===== config.mk =====
export PLATFORM = sky130hd
export DESIGN_NAME = utf8_to_single_byte_transcoder
export DESIGN_NICKNAME = d
export VERILOG_FILES = /design/src/u2sbt_pkg.sv /design/src/u2sbt_decode.sv /design/src/u2sbt_emit.sv /design/src/utf8_to_single_byte_transcoder.sv
export SDC_FILE = /design/constraint.sdc
export NUM_CORES = 1
export LEC_CHECK = 0
export BUFFER_PORTS_ARGS = -buffer_cell sky130_fd_sc_hd__buf_2
export CORE_UTILIZATION = 25
export DETAILED_ROUTE_END_ITERATION = 10
export SYNTH_ARGS = -nofsm -noshare
export SYNTH_HDL_FRONTEND = slang
export SYNTH_SLANG_ARGS = --single-unit

===== constraint.sdc =====
create_clock -name clock -period 11.5 [get_ports clock]
set_input_delay 2.3 -clock clock [delete_from_list [all_inputs] [get_ports clock]]
set_output_delay 2.3 -clock clock [all_outputs]
set_load 0.05 [all_outputs]

===== src/u2sbt_pkg.sv =====
// ----------------------------------------------------------------------------
// u2sbt_pkg
// Types, constants and character maps shared by the UTF-8 transcoder.
// ----------------------------------------------------------------------------
package u2sbt_pkg;

   localparam int MaxResults = 6;
   localparam int HeldDepth  = 4;

   localparam logic [7:0] DefaultCp1252 = 8'hA4;
   localparam logic [7:0] DefaultAscii  = 8'h3F;

   typedef struct packed {
      logic [7:0] in_byte;
      logic       last_of_string;
   } req_type;

   typedef struct packed {
      logic [7:0] out_byte;
      logic       run_last;
      logic       string_end;
   } rsp_type;

   // one pending result: raw bytes bypass the map
   typedef struct packed {
      logic        raw;
      logic [30:0] value;
   } entry_type;

   typedef struct packed {
      entry_type [MaxResults-1:0] slot;
      logic [2:0]                 count;
      logic                       last;
   } job_type;

   function automatic logic [2:0] seq_len(input logic [7:0] b);
      logic [2:0] len;
      len = 3'd1;
      if (b[7:5] == 3'b110) len = 3'd2;
      else if (b[7:4] == 4'b1110) len = 3'd3;
      else if (b[7:3] == 5'b11110) len = 3'd4;
      else if (b[7:2] == 6'b111110) len = 3'd5;
      else if (b[7:1] == 7'b1111110) len = 3'd6;
      return len;
   endfunction

   function automatic logic [7:0] map_cp1252(input logic [30:0] v);
      logic [7:0] r;
      r = DefaultCp1252;
      if (v <= 31'hFF) begin
         r = v[7:0];
      end else begin
         unique case (v)
            31'h20AC: r = 8'h80;
            31'h201A: r = 8'h82;
            31'h0192: r = 8'h83;
            31'h201E: r = 8'h84;
            31'h2026: r = 8'h85;
            31'h2020: r = 8'h86;
            31'h2021: r = 8'h87;
            31'h02C6: r = 8'h88;
            31'h2030: r = 8'h89;
            31'h0160: r = 8'h8A;
            31'h2039: r = 8'h8B;
            31'h0152: r = 8'h8C;
            31'h017D: r = 8'h8E;
            31'h2018: r = 8'h91;
            31'h2019: r = 8'h92;
            31'h201C: r = 8'h93;
            31'h201D: r = 8'h94;
            31'h2022: r = 8'h95;
            31'h2013: r = 8'h96;
            31'h2014: r = 8'h97;
            31'h02DC: r = 8'h98;
            31'h2122: r = 8'h99;
            31'h0161: r = 8'h9A;
            31'h203A: r = 8'h9B;
            31'h0153: r = 8'h9C;
            31'h017E: r = 8'h9E;
            31'h0178: r = 8'h9F;
            default:  r = DefaultCp1252;
         endcase
      end
      return r;
   endfunction

   function automatic logic [7:0] map_ascii(input logic [30:0] v);
      logic [7:0] r;
      r = DefaultAscii;
      if (v == 31'h201C || v == 31'h201D) r = 8'h22;
      else if (v == 31'hB4 || v == 31'h2018) r = 8'h60;
      else if (v == 31'h2019) r = 8'h27;
      else if (v >= 31'hF2 && v <= 31'hF6) r = 8'h6F;
      else if (v >= 31'hE0 && v <= 31'hE5) r = 8'h61;
      else if (v >= 31'hE8 && v <= 31'hEB) r = 8'h65;
      else if (v >= 31'hC0 && v <= 31'hC5) r = 8'h41;
      else if (v == 31'hF8) r = 8'h30;
      return r;
   endfunction

endpackage


===== src/u2sbt_decode.sv =====
// ----------------------------------------------------------------------------
// u2sbt_decode
// Sequence tracking state and assembly of the results one byte causes.
// ----------------------------------------------------------------------------
module u2sbt_decode (
   input  logic              clock,
   input  logic              reset,
   input  logic              accept,
   input  u2sbt_pkg::req_type req_payload,
   output u2sbt_pkg::job_type job
);
   import u2sbt_pkg::*;

   logic [7:0]  lead_ff, lead_in;
   logic [2:0]  exp_len_ff, exp_len_in;
   logic [2:0]  held_count_ff, held_count_in;
   logic [30:0] accum_ff, accum_in;
   logic [7:0]  held_ff [HeldDepth];

   logic [7:0]  b;
   logic        last;
   logic        pending, is_cont, complete, flush, hold, start;
   logic        tail_valid;
   entry_type   tail;
   logic [2:0]  tail_pos, len;
   logic [30:0] accum_next;
   logic [7:0]  lead_mask;

   always_comb begin
      b          = req_payload.in_byte;
      last       = req_payload.last_of_string;
      pending    = (exp_len_ff != 3'd0);
      is_cont    = (b[7:6] == 2'b10);
      accum_next = {accum_ff[24:0], b[5:0]};
      complete   = pending && is_cont &&
                   (({1'b0, held_count_ff} + 4'd2) >= {1'b0, exp_len_ff});
      flush      = pending && (!is_cont || (!complete && last));
      hold       = pending && is_cont && !complete && !last;
      len        = seq_len(b);
      start      = !(pending && is_cont) && b[7] && (len != 3'd1) && !last;
      lead_mask  = 8'h7F >> len;

      tail_valid = 1'b1;
      tail       = '{raw: 1'b0, value: {23'd0, b}};
      if (pending && is_cont) begin
         if (complete) tail.value = accum_next;
         else if (!last) tail_valid = 1'b0;
      end else if (!b[7]) begin
         tail.raw = 1'b1;
      end else if (start) begin
         tail_valid = 1'b0;
      end

      tail_pos = flush ? held_count_ff + 3'd1 : 3'd0;
      for (int i = 0; i < MaxResults; i++) begin
         job.slot[i] = '{raw: 1'b0, value: 31'd0};
         if (flush && i == 0)
            job.slot[i].value = {23'd0, lead_ff};
         else if (flush && i >= 1 && i <= HeldDepth && 3'(i) <= held_count_ff)
            job.slot[i].value = {23'd0, held_ff[2'(i - 1)]};
         else if (tail_valid && 3'(i) == tail_pos)
            job.slot[i] = tail;
      end
      job.count = tail_pos + {2'd0, tail_valid};
      job.last  = last;

      lead_in       = 8'd0;
      exp_len_in    = 3'd0;
      held_count_in = 3'd0;
      accum_in      = 31'd0;
      if (hold) begin
         lead_in       = lead_ff;
         exp_len_in    = exp_len_ff;
         held_count_in = held_count_ff + 3'd1;
         accum_in      = accum_next;
      end else if (start) begin
         lead_in    = b;
         exp_len_in = len;
         accum_in   = {23'd0, b & lead_mask};
      end
   end

   always_ff @(posedge clock) begin
      if (reset) begin
         lead_ff       <= 8'd0;
         exp_len_ff    <= 3'd0;
         held_count_ff <= 3'd0;
         accum_ff      <= 31'd0;
      end else if (accept) begin
         lead_ff       <= lead_in;
         exp_len_ff    <= exp_len_in;
         held_count_ff <= held_count_in;
         accum_ff      <= accum_in;
      end
   end

   always_ff @(posedge clock) begin
      if (accept && hold) held_ff[held_count_ff[1:0]] <= b;
   end

endmodule


===== src/u2sbt_emit.sv =====
// ----------------------------------------------------------------------------
// u2sbt_emit
// Holds one item's results and hands them out, one byte per transfer, mapped unless raw.
// ----------------------------------------------------------------------------
module u2sbt_emit (
   input  logic               clock,
   input  logic               reset,
   input  logic               target_mode,
   input  logic               accept,
   input  u2sbt_pkg::job_type job,
   output logic               free,
   output logic               rsp_valid,
   input  logic               rsp_stall,
   output u2sbt_pkg::rsp_type rsp_payload
);
   import u2sbt_pkg::*;

   job_type    job_ff;
   logic       job_valid_ff, job_valid_in;
   logic [2:0] idx_ff, idx_in;
   logic       rsp_valid_ff, rsp_valid_in;
   rsp_type    rsp_ff, rsp_in;

   entry_type  cur;
   logic       load, final_entry;

   always_comb begin
      cur         = job_ff.slot[idx_ff];
      load        = job_valid_ff && (!rsp_valid_ff || !rsp_stall);
      final_entry = (idx_ff == job_ff.count - 3'd1);
      free        = !job_valid_ff || (load && final_entry);

      rsp_in.out_byte   = cur.raw ? cur.value[7:0] :
                          (target_mode ? map_ascii(cur.value) : map_cp1252(cur.value));
      rsp_in.run_last   = final_entry;
      rsp_in.string_end = final_entry && job_ff.last;

      rsp_valid_in = load || (rsp_valid_ff && rsp_stall);

      job_valid_in = job_valid_ff && !free;
      idx_in       = load ? idx_ff + 3'd1 : idx_ff;
      if (accept) begin
         job_valid_in = (job.count != 3'd0);
         idx_in       = 3'd0;
      end
   end

   always_ff @(posedge clock) begin
      if (reset) begin
         job_valid_ff <= 1'b0;
         idx_ff       <= 3'd0;
         rsp_valid_ff <= 1'b0;
      end else begin
         job_valid_ff <= job_valid_in;
         idx_ff       <= idx_in;
         rsp_valid_ff <= rsp_valid_in;
      end
   end

   always_ff @(posedge clock) begin
      if (accept) job_ff <= job;
      if (load)   rsp_ff <= rsp_in;
   end

   assign rsp_valid   = rsp_valid_ff;
   assign rsp_payload = rsp_ff;

endmodule


===== src/utf8_to_single_byte_transcoder.sv =====
// ----------------------------------------------------------------------------
// utf8_to_single_byte_transcoder
// Lax UTF-8 decoder emitting one CP1252 or folded ASCII byte per sequence.
// ----------------------------------------------------------------------------
// Input channel req_*: one text byte per transfer, last_of_string on the
// final byte of a string. Result channel rsp_*: converted bytes; run_last
// marks the last byte caused by an input, string_end the last of a string.
// A byte yields zero to six results. csr_write_enable/csr_write_data set the
// target mode (0 CP1252, 1 ASCII folding); write it only while idle.
// The first result of an input passes the holding register and then the
// result register before it is offered. Throughput: one input per cycle
// while each causes at most one result and rsp_stall is low; an input with
// several results keeps req_stall high until its last one is loaded. A held
// rsp_stall backs up into req_stall once the result register and holding
// register are full; nothing is dropped.
// Reset (synchronous) clears any pending sequence, empties the result path
// and selects CP1252 mode.
// ----------------------------------------------------------------------------
module utf8_to_single_byte_transcoder (
   input  logic               clock,
   input  logic               reset,
   input  logic               req_valid,
   output logic               req_stall,
   input  u2sbt_pkg::req_type req_payload,
   output logic               rsp_valid,
   input  logic               rsp_stall,
   output u2sbt_pkg::rsp_type rsp_payload,
   input  logic               csr_write_enable,
   input  logic               csr_write_data
);
   import u2sbt_pkg::*;

   logic    target_mode_ff;
   logic    accept, free;
   job_type job;

   always_ff @(posedge clock) begin
      if (reset) target_mode_ff <= 1'b0;
      else if (csr_write_enable) target_mode_ff <= csr_write_data;
   end

   assign req_stall = !free;
   assign accept    = req_valid && free;

   u2sbt_decode u_decode (
      .clock       (clock),
      .reset       (reset),
      .accept      (accept),
      .req_payload (req_payload),
      .job         (job)
   );

   u2sbt_emit u_emit (
      .clock       (clock),
      .reset       (reset),
      .target_mode (target_mode_ff),
      .accept      (accept),
      .job         (job),
      .free        (free),
      .rsp_valid   (rsp_valid),
      .rsp_stall   (rsp_stall),
      .rsp_payload (rsp_payload)
   );

endmodule


==> metrics.md, run 1 <==
| Metric | Value |
|---|---|
| Status | `finished, final reports clean` |
| GR Layer Usage met1 | `between 10% and 20%` |
| Routability Congestion | `0.8749` |
| Slew @ Worst Pin | `1.267 ns` |
| Commonest non-fill, non-tap cell in the layout | `edfxtp_1` |
| Post-synth EDFFs | `238` |
| Setup TNS Final | `0 ns` |
| Met3 usage | `roughly 1.4%` |
| Peak Freq | `between 150 and 200 MHz` |
| Row cnt | `82` |
| CTS HTree Levels | `1` |
| Number of gates resized after cts | `0` |
| Ant diodes | `0` |
| Fraction of registers with async set/reset | `0%` |
| Worst Skew | `0.01119 ns` |
| Reg2reg path depth | `9` |
| Worst Hold Class | `reg -> reg` |
| Post-synthesis sequential area ratio | `between 60 and 70%` |
| TritonRoute pass-1 iters | `5` |
| Initial antenna violation count | `1` |
| Clock period minus worst slack | `5.211 ns` |
| Number of global-route vias before repair | `8272` |
| Drt first-iter violations | `588` |
| Core Box Area | `a little over 50000 sq um` |
| Primary FF master, synth | `edfxtp_1` |
| Clk root buf | `clkbuf_16` |
| Post-DR vias/cell | `4.561` |
| Die area | `52000 sq um` |
| Hold Path Origin | `u_decode.lead_ff[2]$_SDFFE_PP0P_` |
| Vias | `8551` |
| #FFs+latches synth | `283` |
| Die Height | `228.0 microns` |
| DR WL/cell | `15.94 microns` |
| Layout cell share with drive strength beyond 1 | `between 10 and 15%` |
| Max Cap Viol | `0` |
| RSZ-0062 raised after global routing | `false` |
| Later-pin clock latency in the skew report | `between 0.5 and 0.6 ns` |
| Type of the worst setup path | `in -> out` |
| YS warnings | `0` |
| # Post-CTS Setup Buffers | `0` |
| Final hold vios | `0` |
| Syn avg cell area | `12.08 sq um` |
| Critical Path Fanout Max | `3` |
| Total power | `~2.3 mW` |
| IO Pins | `27` |
| CTS tree | `built` |
| Period utilization | `between 40% and 50%` |
| Final setup vio count | `0` |
| Cts hold-fix bufs | `0` |
| Clock sinks | `283` |
| Hold Crit Depth | `2` |
| GRT Util Overall | `about 11%` |
| Drc violations | `0` |
| PD cells | `between 150 and 200 nW/um^2` |
| Synth unique cells | `between 80 and 90` |
| Syn Inst Count | `1057` |
| CTS Buffer Depth | `3` |
| Most frequent cells in the layout | `edfxtp_1, conb_1, nor2_1, nand2_1, nor3_1` |
| Worst Path Arrival | `2.91 ns` |
| Final Routed Wirelength | `~30 mm` |
| Crit. Startpoint | `rsp_stall` |
| Startpoint Class | `input port` |
| Global route hottest layer | `met2` |
| IO Port Bufs | `26` |
| ANT nets after route | `0` |
| CP Capture Type | `output port` |
| Slew margin rel. | `14.85%` |
| M2 GR Usage | `between 10% and 20%` |
| Max Slew Vio Count | `0` |
| Hpwl dp | `20.71 mm` |
| Clk slew on worst S/H paths | `0.06 ns` |
| Global-route wire length before repair | `47.22 mm` |
| Mapped Area | `12770 sq um` |
| Syn-to-layout area delta | `16.77%` |
| Die width | `228.0 microns` |
| Req. time, crit path | `9.20 ns` |
| Initial core utilization | `25.41%` |
| Largest net degree at the start of global routing | `118` |
| Peak VDD IR | `around 100 uV` |
| FF-to-FF Start | `u_emit.idx_ff[0]$_SDFFE_PP0P_` |
| Final net count | `1210` |
| Num CTS Buffers | `29` |
| Leak | `5.063 nW` |
| Total gr overflow | `0` |
routing by layer:
layer	up-vias	part of all wire, %
met5	-	0.043
met3	49	5.2
li1	4158	-
met2	271	45
met4	2	2.0
met1	4071	48
where the power goes:
part | leakage (nW) | switching (mW) | internal [mW]
clock network | 0.459 | 0.383 | 0.538
registers | 2.66 | 0.0173 | 1.17
logic | 1.95 | 0.157 | 0.0587
total | 5.06 | 0.558 | 1.77
area by class of cell:
class	count	area [sq um]
Fill cell	5163	35360
Timing Repair Buffer	39	227.7
Clock inverter	11	117.6
Tap cell	672	840.8
Sequential cell	283	8050
Clock buffer	43	818.3
Inverter	16	67.56
Multi-Input combinational cell	811	4793
metrics by stage:
stage | setup WS (ns) | hold slack, ns | area (sq um) | util [%] | instances
final | 6.289 | 0.4550 | 14920 | 29.67 | 1875
after global routing | 6.234 | 0.4843 | 14920 | 29.67 | 1875
after floorplan | 2.015 | 0.4321 | 13200 | - | 1171
after detailed placement | 6.191 | 0.4473 | 13980 | 27.81 | 1821
after CTS | 6.283 | 0.4567 | 14920 | 29.67 | 1875
after global placement | 6.245 | 0.4414 | 13980 | 27.81 | 1821
state kept, by name, summed over array words and instances (netlist names):
name,cells
target_mode_ff,1
u_emit.rsp_payload,10
u_emit.rsp_valid,1
u_decode.accum_ff,25
u_decode.held_count_ff,3
u_emit.job_ff,196
u_emit.job_valid_ff,1
u_decode.exp_len_ff,3
u_decode.held_ff,32
u_decode.lead_ff,8
u_emit.idx_ff,3
worst paths after layout:
path / to / slack [ns]
setup / recovery: req_stall / 6.29
hold / removal: u_decode.lead_ff[2]$_SDFFE_PP0P_ / 0.46
setup reg to reg: u_emit.rsp_payload[5]$_DFFE_PP_ / 6.98
hold reg to reg: u_decode.lead_ff[2]$_SDFFE_PP0P_ / 0.46
cell usage after synthesis, types with 3 or more instances:
cell	instances	area, sq um
and3_1	8	50.05
a21boi_0	3	22.52
a22oi_1	5	37.54
buf_2	12	60.06
inv_1	14	52.55
nor2b_1	5	31.28
a31oi_1	12	75.07
mux2_2	6	67.56
a22o_1	39	341.6
o21ai_1	4	20.02
nor3_1	64	320.3
mux2i_1	33	330.3
a211oi_1	7	52.55
nor4_1	21	131.4
nor2_1	103	386.6
nand4_1	19	118.9
o31ai_1	7	52.55
a211o_1	3	26.28
mux4_2	4	90.09
buf_6	5	56.30
or2_2	10	62.56
or4_1	3	22.52
o211ai_1	3	22.52
clkbuf_1	40	150.1
dfxtp_1	45	900.9
nand2_1	77	289.0
nor3b_1	5	37.54
nand2b_1	11	68.82
xnor2_1	9	78.83
nor4b_1	3	26.28
and2_1	33	206.5
nand3_1	32	160.2
o22ai_1	14	87.58
or3_1	7	43.79
ha_1	14	175.2
edfxtp_1	238	7147
a21oi_1	48	240.2
a21o_1	4	30.03
o21ai_0	30	150.1
critical path, cell delays in order:
cell,delay (ns)
buf_2,0.10
nand2_1,0.07
nand2_1,0.05
nand2_1,0.14
inv_1,0.05
buf_2,0.20
kinds of logic after synthesis:
group / after synthesis / synth area share (%)
adder cells (fa/ha/maj): 15 / 1.528
buffers and inverters: 77 / 2.821
AO/OA/AOI/OAI: 206 / 11.20
multiplexers: 45 / 4.055
other: 1 / 0.02936
AND/OR/NAND/NOR: 420 / 16.68
flip-flops: 283 / 63.00
XOR/XNOR: 10 / 0.6857
(Power assumes the default switching activity.)
==> inputs of run 2 (changes only) <==
clock period = 5 ns   (was 11.5 ns; I/O delays follow)
==> metrics.md, run 2 (synthesis gave the netlist of run 1 again) <==
| Metric | Value |
|---|---|
| Status | `finished, final reports clean` |
| Max Slew Vio Count | `0` |
| Layout cell share with drive strength beyond 1 | `11.08%` |
| Worst path buffer plus inverter count | `2` |
| Largest net degree at the start of global routing | `about 120` |
| Most used cell, CP | `buf_4` |
| Max Cap Viol | `0` |
| Ant diodes | `0` |
| Num CTS Buffers | `34` |
| Reg area | `roughly 8100 sq um` |
| Peak VDD IR | `212.2 uV` |
| Number of global-route vias before repair | `between 8000 and 9000` |
| CP max stage delay | `about 0.63 ns` |
| Critical-path top delay cell | `dfxtp_2` |
| Commonest non-fill, non-tap cell in the layout | `edfxtp_1` |
| Global-route wire length before repair | `48.06 mm` |
| Met3 usage | `under 10%` |
| Drc violations | `0` |
| IO Port Bufs | `26` |
| Cell chain of the critical path | `buf_4, mux2i_1, o22ai_1, a21oi_1, buf_4, nor4_1, a211oi_1, o21ai_1, a221oi_1, and3_1, a211oi_2` |
| Startpoint Class | `flip-flop` |
| Later-pin clock latency in the skew report | `0.53 ns` |
| Initial core utilization | `about 25%` |
| Clk slew on worst S/H paths | `0.05 ns` |
| CTS HTree Levels | `2` |
| Largest register by flop count | `u_emit.job_ff` |
| Drt first-iter violations | `between 900 and 1000` |
| Final Routed Wirelength | `30.88 mm` |
| GRT Util Overall | `between 10 and 15%` |
| Core Box Area | `between 50000 and 60000 sq um` |
| Number of gates resized after cts | `0` |
| Slew margin rel. | `~30%` |
| Die Height | `228.0 microns` |
| TritonRoute pass-1 iters | `7` |
| Peak Freq | `~250 MHz` |
| Clock sinks | `approximately 280` |
| Worst Skew | `0.02596 ns` |
| Post-DR vias/cell | `4.631` |
| Vias | `8753` |
| Row cnt | `82` |
| PD cells | `370.2 nW/um^2` |
| Hpwl dp | `21.53 mm` |
| # Post-CTS Setup Buffers | `0` |
| GR Layer Usage met1 | `15.98%` |
| RSZ-0062 raised after global routing | `false` |
| Reg2Reg Setup Slack | `between 1 and 1.5 ns` |
| Cts hold-fix bufs | `0` |
| Top delay family on crit path | `compound AO/OA/AOI/OAI gates` |
| Clock period minus worst slack | `3.990 ns` |
| Die width | `between 200 and 250 microns` |
| Fin util | `~30%` |
| Total gr overflow | `0` |
| Post-route setup slack | `1.010 ns` |
| Area of the multi-input gates | `around 4800 sq um` |
| Max reg flops | `196` |
| CP Capture Type | `flip-flop` |
| Req. time, crit path | `about 5.3 ns` |
| Critical Path Fanout Max | `20` |
| Pre-CTS setup slack | `about 0.93 ns` |
| Fillers | `5186` |
| Worst Path Arrival | `4.24 ns` |
| CTS Buffer Depth | `3` |
| Worst Hold Class | `reg -> reg` |
| Type of the worst setup path | `reg -> reg` |
| Most frequent cells in the layout | `edfxtp_1, conb_1, nor2_1, nand2_1, nor3_1` |
| Period utilization | `between 70% and 80%` |
| Clk root buf | `clkbuf_16` |
| Slew @ Worst Pin | `around 1.1 ns` |
| Final setup vio count | `0` |
| Die area | `52000 sq um` |
| DR WL/cell | `around 16 microns` |
| CTS tree | `built` |
| Final hold vios | `0` |
| Initial antenna violation count | `1` |
| Hold WS | `around 0.45 ns` |
| Leak | `5.168 nW` |
| Syn-to-layout area delta | `18.47%` |
| Final net count | `~1200` |
| Setup TNS Final | `0 ns` |
| IO Pins | `27` |
| M2 GR Usage | `~18%` |
| Global route hottest layer | `met2` |
| ANT nets after route | `0` |
| Routability Congestion | `roughly 0.88` |
## run 2: cell count changes in the layout (fill, tap and decap cells not counted)
cell	before	now
buf_4	13	22
clkinv_1	3	9
clkbuf_16	29	34
clkbuf_1	10	7
clkbuf_8	4	1
clkinv_2	4	2
buf_12	0	1
clkinv_16	0	1
clkinv_8	0	1
clkinvlp_4	1	2
inv_4	1	0
inv_6	1	2
inv_8	2	1
## run 2: final cells by class
cell class / count / area share, %
repair buffers: 49 / 2.083
inverters: 16 / 0.4465
clock inverters: 17 / 1.158
multi-input cells: 811 / 31.67
flip-flops and latches: 283 / 53.20
well taps: 672 / 5.556
clock buffers: 42 / 5.887
## run 2: final timing paths
kind                                          from                                to  cells past startpoint
setup / recovery     u_emit.idx_ff[1]$_SDFFE_PP0P_   u_emit.rsp_payload[5]$_DFFE_PP_                     11
hold / removal    u_decode.lead_ff[1]$_SDFFE_PP0P_  u_decode.lead_ff[1]$_SDFFE_PP0P_                      2
setup reg to reg     u_emit.idx_ff[1]$_SDFFE_PP0P_   u_emit.rsp_payload[5]$_DFFE_PP_                     11
hold reg to reg   u_decode.lead_ff[1]$_SDFFE_PP0P_  u_decode.lead_ff[1]$_SDFFE_PP0P_                      2
## run 2: routing by layer
metal,up-vias,part of all wire [%]
met5,-,0.042
met2,276,45
li1,4187,-
met4,2,2.3
met3,55,5.2
met1,4233,47
## run 2: per-stage QoR
step                cells  power (mW)  instance area [sq um]
global route         1890       5.808                  15130
floorplan            1171       3.143                  13210
detailed placement   1831       3.303                  14070
finish               1890       5.602                  15130
CTS                  1890       5.656                  15130
global placement     1831       3.295                  14070
## run 2: power by group
part           switching (mW)  internal (mW)
clock network           0.962           1.38
logic                   0.369          0.144
registers              0.0449           2.70
## run 2: worst register-to-register path, delay by kind of cell (launching register included)
kind	cells	cell delay (ns)
buffers and inverters	2	0.69
AOI/OAI and AO/OA	6	1.60
and+or+nand+nor	2	0.38
muxes	1	0.43
DFF	1	0.63
==> inputs of run 3 (changes only) <==
clock period = 3.8 ns   (was 5 ns; I/O delays follow)
==> metrics.md, run 3 (synthesis gave the netlist of run 1 again) <==
| Metric | Value |
|---|---|
| CTS HTree Levels | `1` |
| Die area | `~52000 sq um` |
| Fillers | `5159` |
| TritonRoute pass-1 iters | `7` |
| Status | `finished, final reports clean` |
| Type of the worst setup path | `reg -> reg` |
| IO Pins | `27` |
| Clk slew on worst S/H paths | `approximately 0.06 ns` |
| Max Slew Vio Count | `0` |
| Commonest non-fill, non-tap cell in the layout | `edfxtp_1` |
| Period utilization | `92.92%` |
| Setup TNS Final | `0 ns` |
| Critical Path Fanout Max | `17` |
| Max Cap Viol | `0` |
| Drt first-iter violations | `between 700 and 800` |
| Peak VDD IR | `roughly 360 uV` |
| Number of global-route vias before repair | `8496` |
| Total gr overflow | `0` |
| Largest register by flop count | `u_emit.job_ff` |
| Most frequent cells in the layout | `edfxtp_1, conb_1, nor2_1, nand2_1, nor3_1` |
| Worst Hold Class | `in -> reg` |
| CTS Buffer Depth | `3` |
| Syn-to-layout area delta | `21.26%` |
| Max reg flops | `196` |
| Final net count | `1266` |
| Final setup vio count | `0` |
| Slew margin rel. | `21.89%` |
| Num CTS Buffers | `31` |
| Die width | `228.0 microns` |
| Largest net degree at the start of global routing | `82` |
| Peak Freq | `roughly 280 MHz` |
| Later-pin clock latency in the skew report | `0.59 ns` |
| DR WL/cell | `15.91 microns` |
| Fin util | `30.81%` |
| Drc violations | `0` |
| ANT nets after route | `0` |
| Clock sinks | `283` |
| Layout cell share with drive strength beyond 1 | `14.60%` |
| Startpoint Class | `flip-flop` |
| Initial core utilization | `25.41%` |
| Die Height | `228.0 microns` |
| Worst Skew | `0.03853 ns` |
| Clk root buf | `clkbuf_16` |
| Ant diodes | `0` |
| Hpwl dp | `22.02 mm` |
| CP Capture Type | `flip-flop` |
| Global-route wire length before repair | `48.28 mm` |
| PD cells | `476.3 nW/um^2` |
| Final hold vios | `0` |
| Row cnt | `slightly above 80` |
| Final Routed Wirelength | `30.75 mm` |
| Worst Path Arrival | `3.96 ns` |
| RSZ-0062 raised after global routing | `false` |
| Vias | `8806` |
| GRT Util Overall | `11.68%` |
| Routability Congestion | `0.9276` |
| Req. time, crit path | `4.23 ns` |
| Clock period minus worst slack | `3.531 ns` |
| Post-DR vias/cell | `4.558` |
| Slew @ Worst Pin | `1.167 ns` |
| Core Box Area | `50270 sq um` |
| Initial antenna violation count | `0` |
| IO Port Bufs | `26` |
| Leak | `5.394 nW` |
| CTS tree | `built` |
[run 3: cell types whose count changed in the layout (fill, tap and decap cells not counted), sizes merged]
cell      delta
buf         +44
clkbuf       -3
clkinvlp     +3
clkinv       -3
bufinv       +1
[run 3: cell type report]
class	instances	area (sq um)	share of cell area [%]
inverter	16	67.56	0.4362
clock inverter	18	195.2	1.260
sequential	283	8053	51.99
timing repair buffer	93	683.2	4.411
tap	672	840.8	5.429
multi-input combinational	811	4793	30.95
clock buffer	39	855.8	5.525
[run 3: final timing paths]
check	start	slack, ns	cells after the start	to
setup / recovery	u_emit.idx_ff[0]$_SDFFE_PP0P_	0.27	12	u_emit.rsp_payload[3]$_DFFE_PP_
hold / removal	rsp_stall	0.43	3	u_emit.rsp_valid$_SDFF_PP0_
setup reg to reg	u_emit.idx_ff[0]$_SDFFE_PP0P_	0.27	12	u_emit.rsp_payload[3]$_DFFE_PP_
hold reg to reg	u_decode.lead_ff[5]$_SDFFE_PP0P_	0.46	2	u_decode.lead_ff[5]$_SDFFE_PP0P_
[run 3: routing by layer]
| layer | vias to the layer above | wire, microns | share of wire (%) | track usage (%) |
|---|---|---|---|---|
| met5 | - | 0 | 0 | 0 |
| met4 | 0 | 622 | 2.0 | 3.607 |
| met3 | 43 | 1662 | 5.4 | 1.812 |
| met2 | 247 | 13920 | 45 | 18.47 |
| met1 | 4237 | 14540 | 47 | 16.35 |
| li1 | 4279 | - | - | - |
[run 3: report_power, final]
| part | internal (mW) | total (mW) | switching, mW |
|---|---|---|---|
| combinational | 0.230 | 0.727 | 0.497 |
| clock | 1.80 | 3.04 | 1.24 |
| sequential | 3.55 | 3.61 | 0.0592 |
[run 3: repair_timing]
action	CTS	global route
hold buffers	0	0
setup buffers	0	0
gates resized for setup	0	1
endpoints found under the setup margin	0	3
[run 3: through the flow]
step           power (mW)  hold slack, ns  worst slack, ns  instance area, sq um  instances
2_1_floorplan       4.132          0.4321           0.2695                 13210       1171
3_3_place_gp        4.393          0.4438           0.1670                 14440       1875
3_5_place_dp        4.396          0.4485           0.1939                 14440       1875
4_1_cts             7.449          0.4051           0.1702                 15490       1932
5_1_grt             7.654          0.4166          0.02635                 15490       1932
6_report            7.377          0.4298           0.2690                 15490       1932
[run 3: critical path: stages (launching register included)]
cell and delay [ns]:
dfxtp_4 0.50, buf_4 0.27, nor4bb_1 0.33, nor3_1 0.11, a31oi_2 0.23, nand2_1 0.20, buf_4 0.20, nor4_2 0.43
nand2_1 0.31, o21ai_0 0.33, nor2_1 0.07, a31o_1 0.22, a31oi_1 0.17
